<file path="config.mk">
export PLATFORM = sky130hd
export DESIGN_NAME = gbb_window
export DESIGN_NICKNAME = d
export VERILOG_FILES = /design/src/hw/rtl/gbb_pkg.sv /design/src/hw/rtl/gbb_window.sv
export SDC_FILE = /design/constraint.sdc
export NUM_CORES = 1
export LEC_CHECK = 0
export BUFFER_PORTS_ARGS = -buffer_cell sky130_fd_sc_hd__buf_2
export CORE_ASPECT_RATIO = 1.2
export CORE_MARGIN = 2
export CORE_UTILIZATION = 35
export DETAILED_ROUTE_END_ITERATION = 8
export GPL_ROUTABILITY_DRIVEN = 0
export PLACE_DENSITY_LB_ADDON = 0.12
export SETUP_SLACK_MARGIN = 0.4
export SYNTH_ARGS = -nofsm -noshare
export SYNTH_HDL_FRONTEND = slang
export SYNTH_SLANG_ARGS = --single-unit
</file>
<file path="constraint.sdc">
create_clock -name clk -period 13.73 [get_ports clk]
set_clock_uncertainty 0.1 [all_clocks]
set_input_delay 2.746 -clock clk [delete_from_list [all_inputs] [get_ports clk]]
set_output_delay 2.746 -clock clk [all_outputs]
set_load 0.02 [all_outputs]
</file>
<file path="src/hw/rtl/gbb_pkg.sv">
// ----------------------------------------------------------------------------
// gbb_pkg
// Shared constants, register codes and stage structs for the grey 3x3
// box blur block.
// ----------------------------------------------------------------------------
`default_nettype none

package gbb_pkg;

  // Widths of the pixel, configuration and counter fields.
  localparam int unsigned PIX_W         = 8;
  localparam int unsigned CFG_W         = 12;
  localparam int unsigned COL_W         = 11;

  // Image size limits and reset values.
  localparam int unsigned MAX_WIDTH_DEF = 2048;
  localparam int unsigned HEIGHT_LIMIT  = 2048;
  localparam int unsigned MIN_SIZE      = 3;
  localparam int unsigned WIN_EDGE      = 2;
  localparam logic [CFG_W-1:0] WIDTH_RST  = CFG_W'(640);
  localparam logic [CFG_W-1:0] HEIGHT_RST = CFG_W'(480);

  // Register port.
  localparam int unsigned APB_DW        = 32;
  localparam int unsigned APB_AW        = 3;

  // Grey conversion: weights in units of 1/1024.
  localparam int unsigned W_FIRST       = 307;
  localparam int unsigned W_SECOND      = 604;
  localparam int unsigned W_THIRD       = 113;
  localparam int unsigned GREY_SHIFT    = 10;
  localparam int unsigned GREY_ACC_W    = 18;

  // Window mean: floor(sum / 9) is (sum * 3641) >> 15 for every sum of nine bytes.
  localparam int unsigned WIN_TAPS      = 9;
  localparam int unsigned SUM_W         = 12;
  localparam int unsigned DIV9_MUL      = 3641;
  localparam int unsigned DIV9_SHIFT    = 15;
  localparam int unsigned PROD_W        = 24;

  // Register index codes.
  typedef enum logic [0:0] {
    REG_WIDTH  = 1'b0,
    REG_HEIGHT = 1'b1
  } gbb_reg_t;

  // Image size in use after clamping.
  typedef struct packed {
    logic [CFG_W-1:0] width;
    logic [CFG_W-1:0] height;
  } gbb_size_t;

  // Per-pixel flags that travel with a request.
  typedef struct packed {
    logic emit;
    logic last;
    logic in_range;
  } gbb_meta_t;

  // Window sum handed from the window stage to the mean stage.
  typedef struct packed {
    logic             valid;
    logic             last;
    logic [SUM_W-1:0] sum;
  } gbb_sum_t;

endpackage

`default_nettype wire

</file>
<file path="src/hw/rtl/gbb_window.sv">
// ----------------------------------------------------------------------------
// gbb_window
// Grey conversion, line store write-back and the 3x3 window of grey values.
// Stage 1 holds the accepted pixel. Stage 2 holds the window and gives its sum.
// ----------------------------------------------------------------------------
`default_nettype none

module gbb_window #(
  parameter int unsigned AW = $clog2(gbb_pkg::MAX_WIDTH_DEF)
) (
  input  wire logic                        clk,
  input  wire logic                        rst_n,
  // Accepted pixel from the input channel.
  input  wire logic                        acc,
  input  wire logic [gbb_pkg::PIX_W-1:0]   acc_first,
  input  wire logic [gbb_pkg::PIX_W-1:0]   acc_second,
  input  wire logic [gbb_pkg::PIX_W-1:0]   acc_third,
  input  wire gbb_pkg::gbb_meta_t          acc_meta,
  input  wire logic [AW-1:0]               acc_addr,
  output logic                             s1_ready,
  // Line store read data and write-back.
  input  wire logic [gbb_pkg::PIX_W-1:0]   up_data,
  input  wire logic [gbb_pkg::PIX_W-1:0]   lo_data,
  output logic                             wr_en,
  output logic      [AW-1:0]               wr_addr,
  output logic      [gbb_pkg::PIX_W-1:0]   wr_up_data,
  output logic      [gbb_pkg::PIX_W-1:0]   wr_lo_data,
  // Window sum toward the mean stage.
  output gbb_pkg::gbb_sum_t                sum_out,
  input  wire logic                        sum_ready
);

  logic                          s1_vld_r;
  logic [gbb_pkg::PIX_W-1:0]     s1_first_r;
  logic [gbb_pkg::PIX_W-1:0]     s1_second_r;
  logic [gbb_pkg::PIX_W-1:0]     s1_third_r;
  gbb_pkg::gbb_meta_t            s1_meta_r;
  logic [AW-1:0]                 s1_addr_r;
  logic                          s2_vld_r;
  gbb_pkg::gbb_meta_t            s2_meta_r;
  logic [gbb_pkg::PIX_W-1:0]     win_r [gbb_pkg::WIN_TAPS];

  logic                          s2_rdy;
  logic                          s1_adv;
  logic [gbb_pkg::GREY_ACC_W-1:0] grey_acc;
  logic [gbb_pkg::PIX_W-1:0]     grey;
  logic [gbb_pkg::PIX_W-1:0]     up_v;
  logic [gbb_pkg::PIX_W-1:0]     lo_v;
  logic [gbb_pkg::SUM_W-1:0]     win_sum;

  // Stage 2 frees up when its request leaves, or at once when it gives no result.
  assign s2_rdy   = !s2_vld_r || !s2_meta_r.emit || sum_ready;
  assign s1_adv   = s1_vld_r && s2_rdy;
  assign s1_ready = !s1_vld_r || s2_rdy;

  // Stage 1 pixel register.
  always_ff @(posedge clk) begin
    if (!rst_n) begin
      s1_vld_r <= 1'b0;
    end else if (acc) begin
      s1_vld_r <= 1'b1;
    end else if (s1_adv) begin
      s1_vld_r <= 1'b0;
    end
  end

  always_ff @(posedge clk) begin
    if (acc) begin
      s1_first_r  <= acc_first;
      s1_second_r <= acc_second;
      s1_third_r  <= acc_third;
      s1_meta_r   <= acc_meta;
      s1_addr_r   <= acc_addr;
    end
  end

  // Weighted grey value, truncated to a byte.
  always_comb begin
    grey_acc = (gbb_pkg::GREY_ACC_W'(s1_first_r)  * gbb_pkg::GREY_ACC_W'(gbb_pkg::W_FIRST))
             + (gbb_pkg::GREY_ACC_W'(s1_second_r) * gbb_pkg::GREY_ACC_W'(gbb_pkg::W_SECOND))
             + (gbb_pkg::GREY_ACC_W'(s1_third_r)  * gbb_pkg::GREY_ACC_W'(gbb_pkg::W_THIRD));
    grey     = grey_acc[gbb_pkg::GREY_SHIFT +: gbb_pkg::PIX_W];
  end

  // A column beyond the line stores reads as zero and is not written.
  assign up_v = s1_meta_r.in_range ? up_data : '0;
  assign lo_v = s1_meta_r.in_range ? lo_data : '0;

  // Write-back: the lower row moves up and the new grey value enters below.
  assign wr_en      = s1_adv && s1_meta_r.in_range;
  assign wr_addr    = s1_addr_r;
  assign wr_up_data = lo_v;
  assign wr_lo_data = grey;

  // Window shift: each row moves one column left, and the new column enters on the right.
  always_ff @(posedge clk) begin
    if (!rst_n) begin
      for (int i = 0; i < gbb_pkg::WIN_TAPS; i++) begin
        win_r[i] <= '0;
      end
    end else if (s1_adv) begin
      for (int k = 0; k < 3; k++) begin
        win_r[k*3]     <= win_r[k*3 + 1];
        win_r[k*3 + 1] <= win_r[k*3 + 2];
      end
      win_r[2] <= up_v;
      win_r[5] <= lo_v;
      win_r[8] <= grey;
    end
  end

  // Stage 2 control travels alongside the window.
  always_ff @(posedge clk) begin
    if (!rst_n) begin
      s2_vld_r <= 1'b0;
    end else if (s2_rdy) begin
      s2_vld_r <= s1_vld_r;
    end
  end

  always_ff @(posedge clk) begin
    if (s1_adv) begin
      s2_meta_r <= s1_meta_r;
    end
  end

  // Sum of the nine window values.
  always_comb begin
    win_sum = '0;
    for (int i = 0; i < gbb_pkg::WIN_TAPS; i++) begin
      win_sum = win_sum + gbb_pkg::SUM_W'(win_r[i]);
    end
  end

  assign sum_out.valid = s2_vld_r && s2_meta_r.emit;
  assign sum_out.last  = s2_meta_r.last;
  assign sum_out.sum   = win_sum;

endmodule

`default_nettype wire

</file>
Word-level counts from Yosys, hierarchy flattened
Memory sizes are Yosys's and may differ from the RTL's. Cells that the tools add are included.

Add/subtract/negate cells: 10. $mul: 3. Divide/modulo/power cells: 0. Order comparisons: 0. Equality and inequality tests: 0. Shift operators: 0. Mux-type cells: 17. Bitwise operators: 9. Reduce and logical (&&, ||, !) cells: 10.

Operator list (number): 8-bit two-way mux (11); 12-bit by 8-bit adder with 12-bit output (4); 17-bit by 18-bit adder with 18-bit output (1); 18-bit by 15-bit adder with 18-bit output (1); 8-bit by 9-bit multiplier with 17-bit output, second input constant (1); 8-bit by 8-bit multiplier with 16-bit output, second input constant (1); 8-bit by 7-bit multiplier with 15-bit output, second input constant (1); 11-bit by 8-bit adder with 12-bit output (1); 10-bit by 8-bit adder with 11-bit output (1); 9-bit by 8-bit adder with 10-bit output (1); 8-bit by 8-bit adder with 9-bit output (1); 1-bit OR (9); 1-bit two-way mux (6); 1-bit logical AND (3); 1-bit logical NOT (3); 1-bit logical OR (3); 2-bit nonzero test (1).

Flip-flop bits (word level): 42. Bits in latches: 0. Bits in writable memories: 72. Memory bits (read-only): 0. Input port bits: 58. Output and inout port bits: 43. Logic and storage cells: 61. Memories kept: 1.

Memories: win_r (words 9, bits a word 8, rd ports 9, clocked after memory_dff 0, wr ports 9, line gbb_window.sv:41) `logic [gbb_pkg::PIX_W-1:0] win_r [gbb_pkg::WIN_TAPS];`.

Longest topological paths before layout
Gate-level depths: netlist (run 1). An unclocked memory read counts as a cell.

Word-level depth: 9. Mapped depth: 27. Depth with buffers taken out: 27.

Least setup slack after synthesis (run 1)
OpenSTA, ideal clock, no wires.

Path type: register -> output. Start point: reg s1_second_r[0] (netlist bit). End point: out wr_lo_data[6] (netlist bit). Data arrival time: 5.762 ns. Data required time: 10.884 ns. Setup slack: 5.122 ns. Cell stages (with the launch flop): 28. Buffers on the path: 0. Cells stage by stage: edfxtp_1 > ha_1 > inv_1 > fa_1 > inv_1 > ha_1 > inv_1 > fa_1 > inv_1 > ha_1 > and2b_1 > o2111ai_1 > nand2_1 > nor2_1 > xnor2_1 > ha_1 > inv_1 > fa_1 > fa_1 > inv_1 > ha_1 > o21a_1 > o21a_1 > o21ai_0 > a21oi_2 > o21ai_0 > nand2b_1 > xor2_1.

Word-level cells in the longest chain between the ends: 3.

RTL lines: start: declaration (line gbb_window.sv:35) `logic [gbb_pkg::PIX_W-1:0] s1_second_r;`; start signal: assignment (line gbb_window.sv:70) `s1_second_r <= acc_second;`; 8-bit by 8-bit multiplier with 16-bit output (line gbb_window.sv:80) `+ (gbb_pkg::GREY_ACC_W'(s1_second_r) * gbb_pkg::GREY_ACC_W'(gbb_pkg::W_SECOND))`; 17-bit by 18-bit adder with 18-bit output (line gbb_window.sv:80); 18-bit by 15-bit adder with 18-bit output (line gbb_window.sv:81) `+ (gbb_pkg::GREY_ACC_W'(s1_third_r) * gbb_pkg::GREY_ACC_W'(gbb_pkg::W_THIRD));`; end: declaration (line gbb_window.sv:27) `output logic [gbb_pkg::PIX_W-1:0] wr_lo_data,`.

Every way passes these cells.

Final worst setup path (run 1)
Start point: reg s1_second_r[2] (netlist bit). End point: out wr_lo_data[7] (netlist bit).

The elaborated chain is that of the path after synthesis.

==> results, run 1 <==
- The run finished with clean final reports.
- The share of final-layout standard cells stronger than drive strength 1 is 0.157.
- The pin count of the biggest net entering global routing is 73.
- In this run the tool buffered the top-level ports with 100 buffer cells.
- At the worst endpoint, the required time is 10.88 ns.
- The cell repeated most along the worst path is inv_1.
- The synthesized-area fraction occupied by xor and xnor cells is 0.0230.
- After synthesis the cells add up to 0.00952 sq mm.
- The transition time at the pin with the least slew margin is 0.972 ns.
- In this run the register-to-register setup slack is 7.43 ns.
- The final routed wire length divided by cell count is 14.3 um.
- The area fraction in compound gates after synthesis is 0.0410.
- After legalization and detailed placement, the total HPWL measured 14300 um.
- The number of hold violations in the final report is 0.
- The source of the worst register-to-register timing path is s1_second_r[2].
- In this run the core area contains 66 standard-cell rows.
- After synthesis, the cell types taking the most area are edfxtp_1 (35%), fa_1 (25%), ha_1 (16%).
- In this run the most critical hold path is launched from s1_meta_r[2].
- The area share of the largest cell type after synthesis is 0.353.
- The count of nets left with antenna violations once routing finished came out at 0.
- The count of flip-flops with a built-in enable after synthesis is 112.
- Of the synthesized area, sequential elements account for 0.358.
- The first global-routing pass estimated 29300 um of wire.
- The endpoint kind of the worst setup timing path is an output port.
- The post-route DRC violation count is 0.
- After the last flow step, the layout net total stands at 1189.
- The number of cells on the worst reg-to-reg path is 26.
- After detailed routing, the total wire length is 17700 um.
- The number of CTS-inserted buffers is 17.
- During synthesis, Yosys emitted a total of 0 warnings.
- The total negative slack is 0 ns.
- The highest-delay cell along the critical path is fa_1.
- The number of instances resized during post-cts repair is 0.
- The class of the worst hold path is register to register.
- The H-tree depth is 4.
- Max-cap violations in this run came to 0.
- The total of fill cells in the finished design is 2613.
- Dividing the detail-routed via count by the number of cells gives 4.39.
- The average instance in the mapped netlist occupies 12.2 sq um.
- The element type at the critical path start is a register.
- Of all cell types, the one taking the most synthesized area is edfxtp_1.
- The floorplan step set the die height to 185 um.
- The number of antenna violations at the first check in global routing was 0.
- The delay contributed by the slowest stage of the critical path is 0.54 ns.
- The count of final max-slew check failures is 0.
- Setup violations remaining at the end of the flow were counted as 0.
- The simple-gate share of the synthesized area is 0.0782.
- The biggest fanout along the worst timing path is 5.
- The worst hold path was traced through 0 stages.
- The via count of the first global-routing pass is 5919.
- The mux cell area share after synthesis is 0.00105.
- The starting density of the core is 0.354.
- The signal arrival time at the worst endpoint is 6.48 ns.
- Summed over all layers, the global routing overflow is 0.
- The final antenna diode count is 0.
- The number of buffers inserted by post-CTS setup repair is 0.
- The CTS tree is built.
- Clock-pin slew was measured on the worst setup and hold paths at 0.06 ns.
- For this design, the CTS-stage hold fixing added 0 buffers.
- Measured against its own limit, the worst slew margin works out to 0.352.
- The die covers 0.0285 sq mm.
- The cell count after synthesis came out at 778.
- The path with the worst hold slack has its endpoint at s2_meta_r[2].
- The violation count after the first detailed-route iteration is 116.
- For this design, the sink count on the clock tree is 114.
- The largest buffer count on any clock path is 2.
- Setup repair after global routing left no endpoint under its margin.
- The largest family of logic cells by synthesized area is adder cells.
- The detailed-route via count is 5448.
- The number of detailed-route iterations in the first pass is 4.
- The kind of cell adding the most delay to the critical path is adder cells.
- The reg-to-reg critical path endpoint is win_r[0][71].
- The boundary pin count is 101.
- The number of buffers and inverters on the critical path is 7.
- The routed design could run at a clock period as short as 9.32 ns.
- The type of the worst setup path is register to output port.
- The count of different cell masters after synthesis is 36.
- In the synthesized netlist the dominant register cell turns out to be edfxtp_1.
- The area added between synthesis and finish is 16.3%.
- Static timing analysis puts the maximum clock frequency at 107 MHz.
- In this run the horizontal extent of the chip is 155 um.
- The floorplan step defined a core boundary enclosing 0.0269 sq mm.
- The global-route usage over all layers is 0.134.
- The share of synthesized registers carrying an async set or reset is 0.
- The clock tree root driver cell is clkbuf_16.
- The synthesized flop and latch total is 114.
- The post-route fraction of the period consumed by the critical path is 0.679.
- The number of nets produced by synthesis is 1080.
- The clock insertion delay at the later pin of the skew report is 0.42 ns.
- Of the total synthesized cell area, the portion taken by full adders, half adders and majority gates is 0.416.
-- routing by layer --
metal / track usage / vias to the layer above / wire length [um] / share of wire
met2: 0.239 / 89 / 9120 / 0.51
li1: - / 2701 / - / -
met3: 0.0212 / 14 / 424 / 0.024
met1: 0.169 / 2644 / 7960 / 0.45
met4: 0.0411 / 0 / 220 / 0.012
met5: 0 / - / 0 / 0
-- cell families (layout without fill, tap and decap cells) --
family,after synthesis,after routing
adder cells (fa/ha/maj),244,244
buffers and inverters,209,331
AND/OR/NAND/NOR,128,128
flip-flops,114,114
AO/OA/AOI/OAI,57,57
XOR/XNOR,25,25
multiplexers,1,1
-- synth_stat cells, drive strengths merged (4+ instances only) --
cell,instances
inv,198
nor2,10
nand2b,7
nand2,12
and3,20
fa,121
xor2,10
nor2b,4
o21bai,5
edfxtp,112
o21a,4
a21oi,19
a21o,10
ha,123
clkbuf,10
and2,62
o21ai,12
xnor2,15
nor3,6
-- flip-flops by register name (all words and copies together) (netlist names) --
register     count
s1_first_r       8
s1_meta_r        3
s1_second_r      8
s1_third_r       8
s1_vld_r         1
s2_meta_r        1
s2_vld_r         1
sum_out          1
win_r           72
wr_addr         11
-- placed cells by master, fill, tap and decap left out, types with 12 or more instances in the layout --
master and n:
and2_1 62, ha_1 123, clkbuf_16 17, edfxtp_1 112, fa_1 121, inv_1 198, buf_2 100, a21oi_1 18
xnor2_1 15, nand2_1 12, and3_1 18
-- area by class of cell --
| type | count | area, sq um | share of cell area |
|---|---|---|---|
| tap | 340 | 425 | 0.0384 |
| clock inverter | 13 | 208 | 0.0188 |
| sequential | 114 | 3400 | 0.308 |
| inverter | 198 | 743 | 0.0672 |
| clock buffer | 19 | 443 | 0.0400 |
| multi-input combinational | 455 | 5330 | 0.482 |
| timing repair buffer | 101 | 508 | 0.0459 |
-- per-stage QoR --
stage / setup slack (ns) / hold slack (ns) / std cells / area (sq um) / utilization
global route: 3.94 / 0.334 / 1240 / 11100 / 0.411
detailed placement: 4.79 / 0.307 / 1208 / 10400 / 0.387
floorplan: 5.12 / 0.300 / 778 / 9520 / -
global placement: 4.82 / 0.305 / 1208 / 10400 / 0.387
finish: 4.41 / 0.321 / 1240 / 11100 / 0.411
CTS: 4.32 / 0.321 / 1240 / 11100 / 0.411
-- worst max-delay path by stage --
stage | slack, ns | from | end | cells past startpoint
2_1_floorplan | 5.12 | s1_second_r[0] | wr_lo_data[6] | 27
3_3_place_gp | 4.82 | s1_second_r[2] | wr_lo_data[7] | 27
3_5_place_dp | 4.79 | s1_second_r[2] | wr_lo_data[7] | 27
4_1_cts | 4.32 | s1_second_r[2] | wr_lo_data[7] | 27
5_1_grt | 3.94 | s1_second_r[0] | wr_lo_data[6] | 28
6_report | 4.41 | s1_second_r[2] | wr_lo_data[7] | 26
Power of run 1 is not shown: default switching activity piles up to over one toggle a cycle in this logic, so the estimate is an artifact.
==> run 2, diff against run 1 <==
--- a/config.mk
+++ b/config.mk
@@ -5,6 +5,7 @@
 export SDC_FILE = /design/constraint.sdc
 export NUM_CORES = 1
 export LEC_CHECK = 0
+export ABC_AREA = 1
 export BUFFER_PORTS_ARGS = -buffer_cell sky130_fd_sc_hd__buf_2
 export CORE_ASPECT_RATIO = 1.2
 export CORE_MARGIN = 2
==> constraint.sdc (replaced) <==
create_clock -name clk -period 9.1 [get_ports clk]
set_clock_uncertainty 0.1 [all_clocks]
set_input_delay 1.82 -clock clk [delete_from_list [all_inputs] [get_ports clk]]
set_output_delay 1.82 -clock clk [all_outputs]
set_load 0.02 [all_outputs]
==> results, run 2 <==
- The run finished with clean final reports.
- From synthesis to final layout, the design area changed by 15.7%.
- The cell sitting at the root of the clock tree is a clkbuf_16.
- The critical path is of the register to output port type.
- Across the run, the number of max-cap violations was 0.
- The final hold slack is 0.320 ns.
- The number of hold violations in the final report is 0.
- The boundary pin count is 101.
- After layout, the worst setup slack is 0.802 ns.
- STA classifies the critical path startpoint as a register.
- The violation count after the first detailed-route iteration is 220.
- The total of hold buffers inserted after clock tree synthesis is 0.
- The critical path launch point is s1_second_r[3].
- In the synthesized netlist, the cells that appear most often are inv_1 (294), ha_1 (123), fa_1 (121).
- The library cell used most frequently in the layout, excluding fill and tap cells, is inv_1.
- The floorplan step set the die width to 158 um.
- The clock-pin slew on the worst setup and hold paths is 0.06 ns.
- No sink is reached through more buffers than the 2 on the longest clock path.
- Setup repair after global routing could not meet its margin everywhere.
- At the pin with the least slew margin, the transition time is 0.989 ns.
- Global routing finished with a remaining overflow of 0.
- Buffers inserted during clock tree synthesis total 17.
- In this run, synthesis inferred 112 flip-flops with an integrated enable.
- The share of the yosys chip area belonging to registers is 0.341.
- 0 antenna diodes ended up in the layout.
- The biggest area consumer among synthesized cells is edfxtp_1.
- The floorplan die height is 189 um.
- TritonCTS built the clock tree.
- The worst path in the final design needs a cycle of 8.30 ns, including I/O delays and setup.
- The area share of the largest cell type after synthesis is 0.337.
- Setup violations remaining at the end of the flow were counted as 0.
- Dividing the final minimum period by the clock period gives 0.912.
- Counting both buffers and inverters, the worst setup path holds a total of 8.
- The detailed-route via count is 6203.
- The clock insertion delay at the later pin of the skew report is 0.42 ns.
- Counting the fill cells in the layout gives 2808.
- Prior to clock tree synthesis, the placed netlist has a worst setup slack of 1.17 ns.
- The total negative slack is 0 ns.
- Of the cells placed in the final design, the portion with a size suffix greater than 1 is 0.160.
- The synthesized area per cell is 10.4 sq um.
- Among all flip-flop cells after synthesis, the most frequent one is edfxtp_1.
- The worst-case headroom to the max-slew limit is 0.341.
- The detailed-placement wirelength estimate is 15900 um.
- The number of antenna violations at the first check in global routing is 0.
- Entering global routing, the biggest net connects 73 pins.
- The via count of the first global-routing pass came to 6601.
- After detailed routing, the average wire length per cell comes to 13.3 um.
- The highest-delay cell along the critical path is fa_1.
- The share of synthesized registers carrying an async set or reset is 0.
- Dividing the detail-routed via count by the number of cells gives 4.22.
- The flip-flop count of the largest register, all copies and words added is 72.
- Input and output buffers added on the ports amount to 100.
- Counting every sink on the clock net gives 114.
- In this run the worst hold path is classified as register to register.
- The kind of cell adding the most delay to the critical path is adder cells.
- The first global-routing pass estimated 32100 um of wire.
- After floorplanning, the core was sized to cover 0.0280 sq mm.
- The starting density of the core is 0.357.
- The cell repeated most along the worst path is inv_1.
- The number of cells produced by synthesis is 958.
- The count of synthesis-stage warnings from yosys is 0.
- The synthesized flop and latch total is 114.
- The endpoint kind of the worst setup timing path is an output port.
- More flip-flops sit in one register than any other, and that register is win_r.
- STA puts the critical path data arrival time at 6.38 ns.
- The number of detailed-route iterations in the first pass is 4.
- The global-route usage over all layers is 0.141.
- In this run the number of H-tree levels came out at 4.
- In this run the core area contains 67 standard-cell rows.
- The die covers 0.0299 sq mm.
- The achievable clock frequency is 121 MHz.
- The post-route DRC violation count is 0.
- The source of the worst register-to-register timing path is s1_second_r[3].
- The number of nets with antenna violations after routing is 0.
- When the netlist entered floorplanning its net count stood at 1260.
- The startpoint of the most critical hold path is s1_meta_r[2].
- At the end of the flow, the number of nets in the layout was 1379.
- The delay contributed by the slowest stage of the critical path is 0.55 ns.
- The count of final max-slew check failures is 0.
- The count of different cell masters after synthesis is 36.
- The total length of routed wires is 19500 um.
- In the post-synthesis netlist, the cell with the most instances is inv_1.
- The biggest fanout along the worst timing path is 5.
- The required arrival time at the worst endpoint is 7.18 ns.
- In the layout the commonest cells are inv_1 (294), ha_1 (123), fa_1 (121), edfxtp_1 (112), buf_2 (100).
- After synthesis, the cell types taking the most area are edfxtp_1 (34%), fa_1 (24%), ha_1 (15%).
- The netlist area before placement is 0.00999 sq mm.
[run 2: changes by cell type in the layout (fill, tap and decap cells not counted), sizes merged, moves of 14 or more]
cell,before,now
nor2,10,97
and3,20,0
nand3,2,16
nand2,12,89
and2,62,1
a21oi,19,36
inv,200,299
[run 2: final cells by class]
cell class	count	area, sq um	share of cell area
flip-flops and latches	114	3400	0.294
inverters	297	1110	0.0964
well taps	379	474	0.0410
multi-input cells	539	5440	0.471
repair buffers	108	561	0.0485
clock buffers	18	429	0.0371
clock inverters	14	139	0.0120
[run 2: final timing paths]
check | to | depth (start not counted) | slack (ns)
worst max-delay path | wr_lo_data[4] | 27 | 0.80
worst min-delay path | s2_meta_r[2] | 0 | 0.32
worst max register to register | win_r[0][66] | 25 | 2.94
worst min register to register | s2_meta_r[2] | 0 | 0.32
[run 2: cell families after synthesis]
logic type / synth area share
flip-flops: 0.341
XOR/XNOR: 0.0175
buffers and inverters: 0.116
adder cells (fa/ha/maj): 0.396
AND/OR/NAND/NOR: 0.0963
AO/OA/AOI/OAI: 0.0333
[run 2: repair_timing]
item / 4_1_cts / 5_1_grt
gates resized for setup: 0 / 0
setup endpoints to repair: 0 / 3
setup buffers: 0 / 7
[run 2: worst reg2reg max path, stage by stage, from the launching register on]
cell	delay, ns
edfxtp_1	0.49
ha_1	0.22
inv_1	0.05
fa_1	0.48
inv_1	0.04
ha_1	0.27
inv_1	0.05
fa_1	0.53
inv_1	0.04
ha_1	0.34
a21oi_1	0.14
nand2_1	0.14
a31oi_1	0.20
xnor2_1	0.17
ha_1	0.27
inv_1	0.07
fa_1	0.44
fa_1	0.55
inv_1	0.04
ha_1	0.40
a21oi_1	0.22
o21ai_1	0.14
a21oi_1	0.14
nand2_1	0.07
xor2_1	0.23
nor2_1	0.07
[run 2: layer usage]
| layer | up-vias | share of wire | GRT usage |
|---|---|---|---|
| met5 | - | 0 | 0 |
| met4 | 0 | 0.026 | 0.0568 |
| met3 | 29 | 0.019 | 0.0213 |
| met2 | 79 | 0.53 | 0.255 |
| met1 | 2935 | 0.43 | 0.166 |
| li1 | 3160 | - | - |
[run 2: per-stage QoR]
stage	cells	area (sq um)	utilization
global route	1469	11600	0.413
finish	1469	11600	0.413
CTS	1462	11500	0.411
detailed placement	1430	10900	0.391
global placement	1430	10900	0.391
floorplan	958	9990	-
Power of run 2 is left out for the same reason.
